File: config.mk
export PLATFORM = sky130hd
export DESIGN_NAME = running_sample_statistics_top
export DESIGN_NICKNAME = d
export VERILOG_FILES = /design/src/rtl/core/rss_pkg.sv /design/src/rtl/core/rss_front.sv /design/src/rtl/core/rss_queue.sv /design/src/rtl/core/rss_back.sv /design/src/rtl/core/running_sample_statistics_top.sv
export SDC_FILE = /design/constraint.sdc
export NUM_CORES = 2
export LEC_CHECK = 0
export ABC_AREA = 1
export BUFFER_PORTS_ARGS = -buffer_cell sky130_fd_sc_hd__buf_4
export CAP_MARGIN = 20
export CORE_MARGIN = 2
export CORE_UTILIZATION = 40
export DETAILED_ROUTE_END_ITERATION = 8
export PLACE_DENSITY = 0.61
export SLEW_MARGIN = 25
export SYNTH_ARGS = -nofsm -noshare
export SYNTH_HDL_FRONTEND = slang
export SYNTH_HIERARCHICAL = 1
export SYNTH_SLANG_ARGS = --single-unit
File: constraint.sdc
create_clock -name clock -period 24.3 [get_ports clock]
set_clock_uncertainty 0.05 [all_clocks]
set_input_delay 2.43 -clock clock [delete_from_list [all_inputs] [get_ports clock]]
set_output_delay 2.43 -clock clock [all_outputs]
set_load 0.005 [all_outputs]
File: src/rtl/core/rss_pkg.sv
// ----------------------------------------------------------------------------
// rss_pkg
// Shared constants and the back-end state type for the running sample
// statistics block.
// ----------------------------------------------------------------------------
`default_nettype none

package rss_pkg;

   localparam int SampleBitsDefault = 24;
   localparam int CountBitsDefault  = 16;

   // fixed port widths
   localparam int CountPortBits  = 16;
   localparam int SamplePortBits = 24;
   localparam int VarPortBits    = 48;

   localparam logic CmdCollect = 1'b0;
   localparam logic CmdClear   = 1'b1;

   typedef enum logic [2:0] {
      BE_IDLE,
      BE_MEAN,
      BE_MUL,
      BE_TDIV,
      BE_VDIV,
      BE_DONE
   } be_state_type;

endpackage

`default_nettype wire

File: src/rtl/core/rss_front.sv
// ----------------------------------------------------------------------------
// rss_front
// Accumulator front end: takes one word a cycle while the queue has room;
// updates count, sum, sum of squares, min and max; pushes the new state.
// ----------------------------------------------------------------------------
`default_nettype none

module rss_front #(
   parameter int SAMPLE_BITS = rss_pkg::SampleBitsDefault,
   parameter int COUNT_BITS  = rss_pkg::CountBitsDefault,
   parameter int SNAP_BITS   = COUNT_BITS + (SAMPLE_BITS + COUNT_BITS)
                               + (2 * SAMPLE_BITS + COUNT_BITS - 1) + 2 * SAMPLE_BITS + 1
) (
   input  wire logic                                 clock,
   input  wire logic                                 reset,
   input  wire logic                                 push,
   input  wire logic                                 command,
   input  wire logic [rss_pkg::SamplePortBits-1:0]   sample,
   input  wire logic                                 q_full,
   output logic                                      q_push,
   output logic [SNAP_BITS-1:0]                      q_data
);

   localparam int SW = SAMPLE_BITS + COUNT_BITS;
   localparam int QW = 2 * SAMPLE_BITS + COUNT_BITS - 1;

   logic [COUNT_BITS-1:0]         n_ff, n_in;
   logic signed [SW-1:0]          sum_ff, sum_in;
   logic [QW-1:0]                 sq_ff, sq_in;
   logic signed [SAMPLE_BITS-1:0] mn_ff, mn_in, mx_ff, mx_in;
   logic                          ovf_ff, ovf_in;

   logic signed [SAMPLE_BITS-1:0] v;
   logic [SAMPLE_BITS-1:0]        mag;
   logic [2*SAMPLE_BITS-1:0]      sqr;
   logic                          accept;

   assign accept = push && !q_full;
   assign v      = signed'(sample[SAMPLE_BITS-1:0]);
   assign mag    = v[SAMPLE_BITS-1] ? SAMPLE_BITS'(-v) : SAMPLE_BITS'(v);
   assign sqr    = mag * mag;

   always_comb begin
      n_in   = n_ff;
      sum_in = sum_ff;
      sq_in  = sq_ff;
      mn_in  = mn_ff;
      mx_in  = mx_ff;
      ovf_in = ovf_ff;
      if (accept) begin
         if (command == rss_pkg::CmdClear) begin
            n_in   = '0;
            sum_in = '0;
            sq_in  = '0;
            mn_in  = '0;
            mx_in  = '0;
            ovf_in = 1'b0;
         end else if (n_ff == {COUNT_BITS{1'b1}}) begin
            // drop the sample, keep the accumulators
            ovf_in = 1'b1;
         end else begin
            n_in   = n_ff + COUNT_BITS'(1);
            sum_in = sum_ff + SW'(v);
            sq_in  = sq_ff + QW'(sqr);
            if (n_ff == '0) begin
               mn_in = v;
               mx_in = v;
            end else begin
               if (v < mn_ff) mn_in = v;
               if (v > mx_ff) mx_in = v;
            end
         end
      end
   end

   always_ff @(posedge clock) begin
      if (reset) begin
         n_ff   <= '0;
         sum_ff <= '0;
         sq_ff  <= '0;
         mn_ff  <= '0;
         mx_ff  <= '0;
         ovf_ff <= 1'b0;
      end else begin
         n_ff   <= n_in;
         sum_ff <= sum_in;
         sq_ff  <= sq_in;
         mn_ff  <= mn_in;
         mx_ff  <= mx_in;
         ovf_ff <= ovf_in;
      end
   end

   assign q_push = accept;
   assign q_data = {n_in, sum_in, sq_in, mn_in, mx_in, ovf_in};

endmodule

`default_nettype wire

File: src/rtl/core/rss_queue.sv
// ----------------------------------------------------------------------------
// rss_queue
// Two-entry snapshot queue between the accumulator front and the divide back.
// ----------------------------------------------------------------------------
`default_nettype none

module rss_queue #(
   parameter int WIDTH = 8
) (
   input  wire logic             clock,
   input  wire logic             reset,
   input  wire logic             push,
   input  wire logic [WIDTH-1:0] push_data,
   output logic                  full,
   input  wire logic             pop,
   output logic                  valid,
   output logic [WIDTH-1:0]      pop_data
);

   logic [WIDTH-1:0] mem [2];
   logic             wp_ff, wp_in, rp_ff, rp_in;
   logic [1:0]       cnt_ff, cnt_in;
   logic             do_push, do_pop;

   assign full     = cnt_ff == 2'd2;
   assign valid    = cnt_ff != 2'd0;
   assign do_push  = push && !full;
   assign do_pop   = pop && valid;
   assign pop_data = mem[rp_ff];

   always_comb begin
      wp_in  = do_push ? !wp_ff : wp_ff;
      rp_in  = do_pop ? !rp_ff : rp_ff;
      cnt_in = cnt_ff + {1'b0, do_push} - {1'b0, do_pop};
   end

   always_ff @(posedge clock) begin
      if (do_push) mem[wp_ff] <= push_data;
   end

   always_ff @(posedge clock) begin
      if (reset) begin
         wp_ff  <= 1'b0;
         rp_ff  <= 1'b0;
         cnt_ff <= '0;
      end else begin
         wp_ff  <= wp_in;
         rp_ff  <= rp_in;
         cnt_ff <= cnt_in;
      end
   end

endmodule

`default_nettype wire

File: src/rtl/core/rss_back.sv
// ----------------------------------------------------------------------------
// rss_back
// Result back end: one shared restoring divider and a shift-add squarer work
// out mean and variance bit by bit, then fill the result register.
// ----------------------------------------------------------------------------
`default_nettype none

module rss_back #(
   parameter int SAMPLE_BITS = rss_pkg::SampleBitsDefault,
   parameter int COUNT_BITS  = rss_pkg::CountBitsDefault,
   parameter int SNAP_BITS   = COUNT_BITS + (SAMPLE_BITS + COUNT_BITS)
                               + (2 * SAMPLE_BITS + COUNT_BITS - 1) + 2 * SAMPLE_BITS + 1
) (
   input  wire logic                                      clock,
   input  wire logic                                      reset,
   input  wire logic                                      q_valid,
   input  wire logic [SNAP_BITS-1:0]                      q_data,
   output logic                                           q_pop,
   output logic                                           rsp_empty,
   input  wire logic                                      rsp_pop,
   output logic [rss_pkg::CountPortBits-1:0]              rsp_sample_count,
   output logic signed [rss_pkg::SamplePortBits-1:0]      rsp_mean_value,
   output logic [rss_pkg::VarPortBits-1:0]                rsp_variance_value,
   output logic signed [rss_pkg::SamplePortBits-1:0]      rsp_minimum_value,
   output logic signed [rss_pkg::SamplePortBits-1:0]      rsp_maximum_value,
   output logic                                           rsp_count_overflow
);

   localparam int S  = SAMPLE_BITS;
   localparam int C  = COUNT_BITS;
   localparam int SW = S + C;
   localparam int QW = 2 * S + C - 1;
   localparam int PW = 2 * SW;
   localparam int VB = rss_pkg::VarPortBits;
   localparam int XW = (QW > VB) ? QW : VB;
   localparam int KW = $clog2(PW + 1);

   rss_pkg::be_state_type st_ff, st_in;

   logic [KW-1:0]         cnt_ff, cnt_in;
   logic [PW-1:0]         dq_ff, dq_in;
   logic [C-1:0]          rem_ff, rem_in;
   logic [C-1:0]          dvs_ff, dvs_in;
   logic [PW-1:0]         prod_ff, prod_in;
   logic [SW-1:0]         mpl_ff, mpl_in;
   logic [SW-1:0]         mag_ff, mag_in;
   logic [C-1:0]          n_ff, n_in;
   logic signed [SW-1:0]  sum_ff, sum_in;
   logic [QW-1:0]         sq_ff, sq_in;
   logic [S-1:0]          mn_ff, mn_in, mx_ff, mx_in;
   logic                  ovf_ff, ovf_in;
   logic [S-1:0]          mean_ff, mean_in;
   logic [VB-1:0]         var_ff, var_in;

   logic                  outv_ff, outv_in;
   logic [C-1:0]          o_n_ff, o_n_in;
   logic [S-1:0]          o_mean_ff, o_mean_in, o_mn_ff, o_mn_in, o_mx_ff, o_mx_in;
   logic [VB-1:0]         o_var_ff, o_var_in;
   logic                  o_ovf_ff, o_ovf_in;

   // snapshot fields
   logic [C-1:0]          s_n;
   logic signed [SW-1:0]  s_sum;
   logic [QW-1:0]         s_sq;
   logic [S-1:0]          s_mn, s_mx;
   logic                  s_ovf;

   // divider step
   logic [C:0]            shf, rem_nx;
   logic                  ge;
   logic [PW-1:0]         dq_nx;
   logic [PW-1:0]         prod_nx;
   logic [SW-1:0]         quot_sw, mean_full;
   logic [XW-1:0]         qx;
   logic                  last;
   logic                  out_free;

   assign {s_n, s_sum, s_sq, s_mn, s_mx, s_ovf} = q_data;

   assign shf     = {rem_ff, dq_ff[PW-1]};
   assign ge      = shf >= {1'b0, dvs_ff};
   assign rem_nx  = ge ? shf - {1'b0, dvs_ff} : shf;
   assign dq_nx   = {dq_ff[PW-2:0], ge};
   assign prod_nx = {prod_ff[PW-2:0], 1'b0} + (mpl_ff[SW-1] ? PW'(mag_ff) : '0);
   assign quot_sw = dq_nx[SW-1:0];
   assign mean_full = sum_ff[SW-1] ? SW'(-quot_sw) : quot_sw;
   assign qx      = XW'(dq_nx[QW-1:0]);
   assign last    = cnt_ff == KW'(1);
   assign out_free = !outv_ff || rsp_pop;

   always_comb begin
      st_in     = st_ff;
      cnt_in    = cnt_ff;
      dq_in     = dq_ff;
      rem_in    = rem_ff;
      dvs_in    = dvs_ff;
      prod_in   = prod_ff;
      mpl_in    = mpl_ff;
      mag_in    = mag_ff;
      n_in      = n_ff;
      sum_in    = sum_ff;
      sq_in     = sq_ff;
      mn_in     = mn_ff;
      mx_in     = mx_ff;
      ovf_in    = ovf_ff;
      mean_in   = mean_ff;
      var_in    = var_ff;
      outv_in   = outv_ff && !rsp_pop;
      o_n_in    = o_n_ff;
      o_mean_in = o_mean_ff;
      o_mn_in   = o_mn_ff;
      o_mx_in   = o_mx_ff;
      o_var_in  = o_var_ff;
      o_ovf_in  = o_ovf_ff;
      q_pop     = 1'b0;

      unique case (st_ff)
         rss_pkg::BE_IDLE: begin
            if (q_valid) begin
               q_pop  = 1'b1;
               n_in   = s_n;
               sum_in = s_sum;
               sq_in  = s_sq;
               mn_in  = s_mn;
               mx_in  = s_mx;
               ovf_in = s_ovf;
               mag_in = s_sum[SW-1] ? SW'(-s_sum) : SW'(s_sum);
               dq_in  = {mag_in, {(PW-SW){1'b0}}};
               rem_in = '0;
               dvs_in = s_n;
               cnt_in = KW'(SW);
               st_in  = rss_pkg::BE_MEAN;
            end
         end
         rss_pkg::BE_MEAN: begin
            dq_in  = dq_nx;
            rem_in = rem_nx[C-1:0];
            cnt_in = cnt_ff - KW'(1);
            if (last) begin
               mean_in = (n_ff == '0) ? '0 : mean_full[S-1:0];
               prod_in = '0;
               mpl_in  = mag_ff;
               cnt_in  = KW'(SW);
               st_in   = rss_pkg::BE_MUL;
            end
         end
         rss_pkg::BE_MUL: begin
            prod_in = prod_nx;
            mpl_in  = {mpl_ff[SW-2:0], 1'b0};
            cnt_in  = cnt_ff - KW'(1);
            if (last) begin
               dq_in  = prod_nx;
               rem_in = '0;
               dvs_in = n_ff;
               cnt_in = KW'(PW);
               st_in  = rss_pkg::BE_TDIV;
            end
         end
         rss_pkg::BE_TDIV: begin
            dq_in  = dq_nx;
            rem_in = rem_nx[C-1:0];
            cnt_in = cnt_ff - KW'(1);
            if (last) begin
               st_in = rss_pkg::BE_VDIV;
               if (n_ff <= C'(1) || sq_ff <= dq_nx[QW-1:0]) begin
                  var_in = '0;
                  st_in  = rss_pkg::BE_DONE;
               end else begin
                  cnt_in = KW'(QW);
                  rem_in = '0;
                  dvs_in = n_ff - C'(1);
                  dq_in  = {sq_ff - dq_nx[QW-1:0], {(PW-QW){1'b0}}};
               end
            end
         end
         rss_pkg::BE_VDIV: begin
            dq_in  = dq_nx;
            rem_in = rem_nx[C-1:0];
            cnt_in = cnt_ff - KW'(1);
            if (last) begin
               // saturate to the port width
               var_in = (qx > XW'({VB{1'b1}})) ? {VB{1'b1}} : qx[VB-1:0];
               st_in  = rss_pkg::BE_DONE;
            end
         end
         rss_pkg::BE_DONE: begin
            if (out_free) begin
               outv_in   = 1'b1;
               o_n_in    = n_ff;
               o_mean_in = mean_ff;
               o_mn_in   = mn_ff;
               o_mx_in   = mx_ff;
               o_var_in  = var_ff;
               o_ovf_in  = ovf_ff;
               st_in     = rss_pkg::BE_IDLE;
            end
         end
         default: st_in = rss_pkg::BE_IDLE;
      endcase
   end

   always_ff @(posedge clock) begin
      if (reset) begin
         st_ff   <= rss_pkg::BE_IDLE;
         cnt_ff  <= '0;
         outv_ff <= 1'b0;
      end else begin
         st_ff   <= st_in;
         cnt_ff  <= cnt_in;
         outv_ff <= outv_in;
      end
   end

   always_ff @(posedge clock) begin
      dq_ff     <= dq_in;
      rem_ff    <= rem_in;
      dvs_ff    <= dvs_in;
      prod_ff   <= prod_in;
      mpl_ff    <= mpl_in;
      mag_ff    <= mag_in;
      n_ff      <= n_in;
      sum_ff    <= sum_in;
      sq_ff     <= sq_in;
      mn_ff     <= mn_in;
      mx_ff     <= mx_in;
      ovf_ff    <= ovf_in;
      mean_ff   <= mean_in;
      var_ff    <= var_in;
      o_n_ff    <= o_n_in;
      o_mean_ff <= o_mean_in;
      o_mn_ff   <= o_mn_in;
      o_mx_ff   <= o_mx_in;
      o_var_ff  <= o_var_in;
      o_ovf_ff  <= o_ovf_in;
   end

   assign rsp_empty          = !outv_ff;
   assign rsp_sample_count   = rss_pkg::CountPortBits'(o_n_ff);
   assign rsp_mean_value     = rss_pkg::SamplePortBits'(signed'(o_mean_ff));
   assign rsp_variance_value = o_var_ff;
   assign rsp_minimum_value  = rss_pkg::SamplePortBits'(signed'(o_mn_ff));
   assign rsp_maximum_value  = rss_pkg::SamplePortBits'(signed'(o_mx_ff));
   assign rsp_count_overflow = o_ovf_ff;

endmodule

`default_nettype wire

File: src/rtl/core/running_sample_statistics_top.sv
// ----------------------------------------------------------------------------
// running_sample_statistics_top
// Running count, mean, variance, minimum and maximum of signed samples.
//
//   channel | direction | handshake        | words
//   req_    | in        | req_push/full    | command, sample
//   rsp_    | out       | rsp_pop/empty    | count, mean, variance, min, max, ovf
//
// The front end takes one word per cycle while its two-entry queue has room.
// The back end takes one snapshot from the queue at a time and works out
// mean and variance with the shared bit-serial divider and squarer, skipping
// the variance divide when the variance is known to be zero.
// Synchronous reset clears the statistics and empties the queue and results.
// The front stalls when the queue is full; the back holds a finished word in
// the result register until popped.
// ----------------------------------------------------------------------------
`default_nettype none

module running_sample_statistics_top #(
   parameter int SAMPLE_BITS = rss_pkg::SampleBitsDefault,
   parameter int COUNT_BITS  = rss_pkg::CountBitsDefault
) (
   input  wire logic                                   clock,
   input  wire logic                                   reset,
   input  wire logic                                   req_push,
   output logic                                        req_full,
   input  wire logic                                   req_command,
   input  wire logic signed [rss_pkg::SamplePortBits-1:0] req_sample,
   output logic                                        rsp_empty,
   input  wire logic                                   rsp_pop,
   output logic [rss_pkg::CountPortBits-1:0]           rsp_sample_count,
   output logic signed [rss_pkg::SamplePortBits-1:0]   rsp_mean_value,
   output logic [rss_pkg::VarPortBits-1:0]             rsp_variance_value,
   output logic signed [rss_pkg::SamplePortBits-1:0]   rsp_minimum_value,
   output logic signed [rss_pkg::SamplePortBits-1:0]   rsp_maximum_value,
   output logic                                        rsp_count_overflow
);

   localparam int SNAP_BITS = COUNT_BITS + (SAMPLE_BITS + COUNT_BITS)
                              + (2 * SAMPLE_BITS + COUNT_BITS - 1) + 2 * SAMPLE_BITS + 1;

   logic                 q_push, q_full, q_pop, q_valid;
   logic [SNAP_BITS-1:0] q_wdata, q_rdata;

   rss_front #(
      .SAMPLE_BITS (SAMPLE_BITS),
      .COUNT_BITS  (COUNT_BITS),
      .SNAP_BITS   (SNAP_BITS)
   ) u_front (
      .clock   (clock),
      .reset   (reset),
      .push    (req_push),
      .command (req_command),
      .sample  (req_sample),
      .q_full  (q_full),
      .q_push  (q_push),
      .q_data  (q_wdata)
   );

   rss_queue #(
      .WIDTH (SNAP_BITS)
   ) u_queue (
      .clock     (clock),
      .reset     (reset),
      .push      (q_push),
      .push_data (q_wdata),
      .full      (q_full),
      .pop       (q_pop),
      .valid     (q_valid),
      .pop_data  (q_rdata)
   );

   rss_back #(
      .SAMPLE_BITS (SAMPLE_BITS),
      .COUNT_BITS  (COUNT_BITS),
      .SNAP_BITS   (SNAP_BITS)
   ) u_back (
      .clock              (clock),
      .reset              (reset),
      .q_valid            (q_valid),
      .q_data             (q_rdata),
      .q_pop              (q_pop),
      .rsp_empty          (rsp_empty),
      .rsp_pop            (rsp_pop),
      .rsp_sample_count   (rsp_sample_count),
      .rsp_mean_value     (rsp_mean_value),
      .rsp_variance_value (rsp_variance_value),
      .rsp_minimum_value  (rsp_minimum_value),
      .rsp_maximum_value  (rsp_maximum_value),
      .rsp_count_overflow (rsp_count_overflow)
   );

   assign req_full = q_full;

endmodule

`default_nettype wire

==> flow_summary.toml <==
[run_status]
status = "finished clean"

[synthesis]
netlist_area_sq_um = 81130
synth_area_leaders = "edfxtp_1 35%, fa_1 12%, nand2_1 11%, inv_1 8.1%, ha_1 6.0%"
ys_seq_area_share_pct = 39.52
ys.flop_type = "edfxtp_1"
synthCells = 9472
synthArstFlopShare_pct = 0
synth-edff-count = 945
synth.avg_cell_area_sq_um = 8.565
synth_cell_types = 69
synth_seq_cells = 1129
yosysTopAreaCellShare_pct = 34.98
yosysTopAreaCell = "edfxtp_1"
synth_warnings = 6

[clock_network]
cts_buffer_depth = 3
cts_root_buf = "clkbuf_16"
cts_resized = 0
cts_hold_buf = 0
cts_setup_buffers = 0
cts.sinks = 1129
cts_made_buffers = 121
cts_tree = "yes"
clk_latency_ns = 0.78
h-tree-depth = 3
cts.clk_slew.worst_paths_ns = 0.06

[timing]
slew_violations = 0
tightest_slew_ns = 1.104
fin_crit_sh_pct = 46.06
final-hold-violation-count = 0
finalCriticalPeriod_ns = 11.19
setup_violations = 0
finalSetupTns_ns = 0
rsz0062_at_grt = "false"
max_slew_margin_pct = 26.24
max_freq_ghz = 0.08935

[die]
die_w_um = 454.4
ioPinCount = 168
core_sq_um = 201900
row_count = 165
die_h_um = 454.4
die-area_sq_um = 206400
initial_utilization_pct = 40.18

[detailed_routing]
drtIter0Drc = 6158
routedWlPerCell_um = 21.95
finalWirelength_um = 272000
vias = 65410
route.detailed.drc = 0
avgViaCountPerCell = 5.278
drtAntennaViolNets = 0
dr.pass1.iters = 7

[critical_path]
path_class = "in -> reg"
rrSetupSlack_ns = 18.84
reg2reg_depth = 25
cp-end-kind = "flip-flop"
cpPeakStageDelay_ns = 0.70
r2r-end = "u_back/dq_ff[70]"
r2r_start = "u_back/rem_ff[1]"
critPathSlowestCell = "inv_1"
crit_fanout = 23
startpoint_type = "input port"
required_ns = 24.71
crit_arrival_ns = 11.60
cp_common_cell = "nand2_1"

[place]
gp_congestion = 1.010
placedCellCount = 12160
numPortBuffers = 167
hpwlAfterDp_um = 216800
placed_area_sq_um = 85190

[grt]
grt_max_degree = 117
antenna_found_initial = 8
first_global_vias = 64160
grt_usage_pct = 25.96
grt_pass1_wl_um = 402100
grt_remaining_overflow = 0

[layout]
fin_nets = 10510
finalInstanceArea_sq_um = 89480
drive_above_1_share_pct = 8.149
seqCellArea_sq_um = 32060
final_cells = 12390
multiInputGateArea_sq_um = 41420
n_fill_cell = 19920
syn2layout_area_growth_pct = 10.30

[worst_hold_path]
min_from = "u_back/mn_ff[5]"
hold_class = "reg -> reg"
holdPathStages = 0
hold_path_end = "u_back/rsp_minimum_value[5]"

[flow_run]
drv_cap = 0
[per-layer routing]
metal / routed length, um / global-route usage, % / share of wire, % / up-vias
met2: 125300 / 42.00 / 46 / 2510
met3: 17160 / 3.294 / 6.3 / 537
met5: 55 / 0 / 0.020 / -
li1: - / - / - / 30820
met4: 13890 / 12.18 / 5.1 / 10
met1: 115600 / 34.57 / 42 / 31530
[layout by cell type (no fill, tap or decap), types with 14 or more instances in the layout]
cell type  count
nor3_1       120
nand3b_1      37
or2_2         32
o21ai_0      282
o21bai_1      70
mux2_4       101
nand3_1      507
o211ai_1      41
edfxtp_1     945
clkinv_2      14
ha_1         392
nand2_1     2277
buf_4        210
o21a_1        20
nand4_1      139
clkbuf_16    123
xor2_1        87
nor2_4        19
xnor2_1       41
clkinv_1      18
mux2_2        67
a21o_1        18
clkbuf_1      22
nor4_1        49
fa_1         473
inv_2         28
conb_1        18
inv_1       1742
a21oi_1      530
bufinv_16     18
dfxtp_1      183
nor2_1       843
nand2_2       23
nor2_2        36
[Yosys cell counts (8+ instances only)]
library cell  count
nor4_1           49
inv_2            28
o21ai_0         283
nand2_1        2280
mux2_4          101
o21a_1           20
buf_2            51
o221ai_1         10
ha_1            392
clkbuf_1        117
or2_2            32
nor2_1          851
a21o_1           18
o211ai_1         41
buf_6            22
nor2_4           13
o21ai_2          12
o22ai_2          14
nor3_1          120
nor2_2           34
mux2_2           67
nand4_1         139
xor2_1           88
clkinv_1          8
edfxtp_1        945
inv_1          1744
a21oi_2          11
dfxtp_1         184
nand3_1         507
a21oi_1         531
buf_4             8
nand3b_1         37
buf_1            13
o21bai_1         70
a31oi_1          10
fa_1            473
nand2_2          21
xnor2_1          41
[per-stage QoR]
stage | utilization [%] | hold slack [ns] | setup slack, ns
after floorplan | - | 0.3503 | 13.77
after global placement | 42.18 | 0.3529 | 12.31
after detailed placement | 42.19 | 0.3545 | 12.54
after CTS | 44.31 | 0.3643 | 13.36
after global routing | 44.32 | 0.3738 | 12.93
final | 44.32 | 0.3622 | 13.11
[worst max-delay path by stage]
stage                        from            endpoint  slack [ns]  depth (start not counted)
finish              req_sample[0]  u_queue/mem[1][80]       13.11                         33
global route        req_sample[0]  u_queue/mem[0][80]       12.93                         33
global placement    req_sample[0]  u_queue/mem[0][80]       12.31                         28
detailed placement  req_sample[0]  u_queue/mem[0][80]       12.54                         34
floorplan                req_push   u_queue/mem[0][0]       13.77                          4
CTS                 req_sample[0]  u_queue/mem[0][80]       13.36                         34
[sequential cells by signal, indices dropped and copies added, names as in the netlist, 48 cells and up, named ones only]
register and cells:
u_queue/mem 336, u_back/dq_ff 80, u_back/prod_ff 79, u_back/sq_ff 63, u_front/sq_ff 63, u_back/rsp_variance_value 48
u_back/var_ff 48
[kinds of logic after synthesis]
family,count (synthesis),share of synthesized area (%)
compound gates,1058,7.435
flops,1129,39.52
buf+inv,1996,9.628
other cells,2,0.009257
simple gates,4125,21.50
mux,168,2.799
fa+ha+maj,865,17.72
xor+xnor,129,1.393
[cell type report]
cell class,instances,share of cell area [%]
Clock inverter,76,1.117
Clock buffer,154,3.671
Antenna cell,2,0.005593
Inverter,1781,7.485
Sequential cell,1129,35.83
Tap cell,2672,3.736
Timing Repair Buffer,216,1.867
Multi-Input combinational cell,6363,46.28
[worst max-delay path: cells and delay by family]
kind                     cells  cell delay, ns
AO/OA/AOI/OAI                3            0.82
XOR/XNOR                     1            0.11
adder cells (fa/ha/maj)      9            4.17
buffers and inverters        8            1.62
AND/OR/NAND/NOR             12            2.43
Power is left out: the tool's default activity adds up to more than one toggle a clock period on the data nets, which glitch-free logic cannot reach.
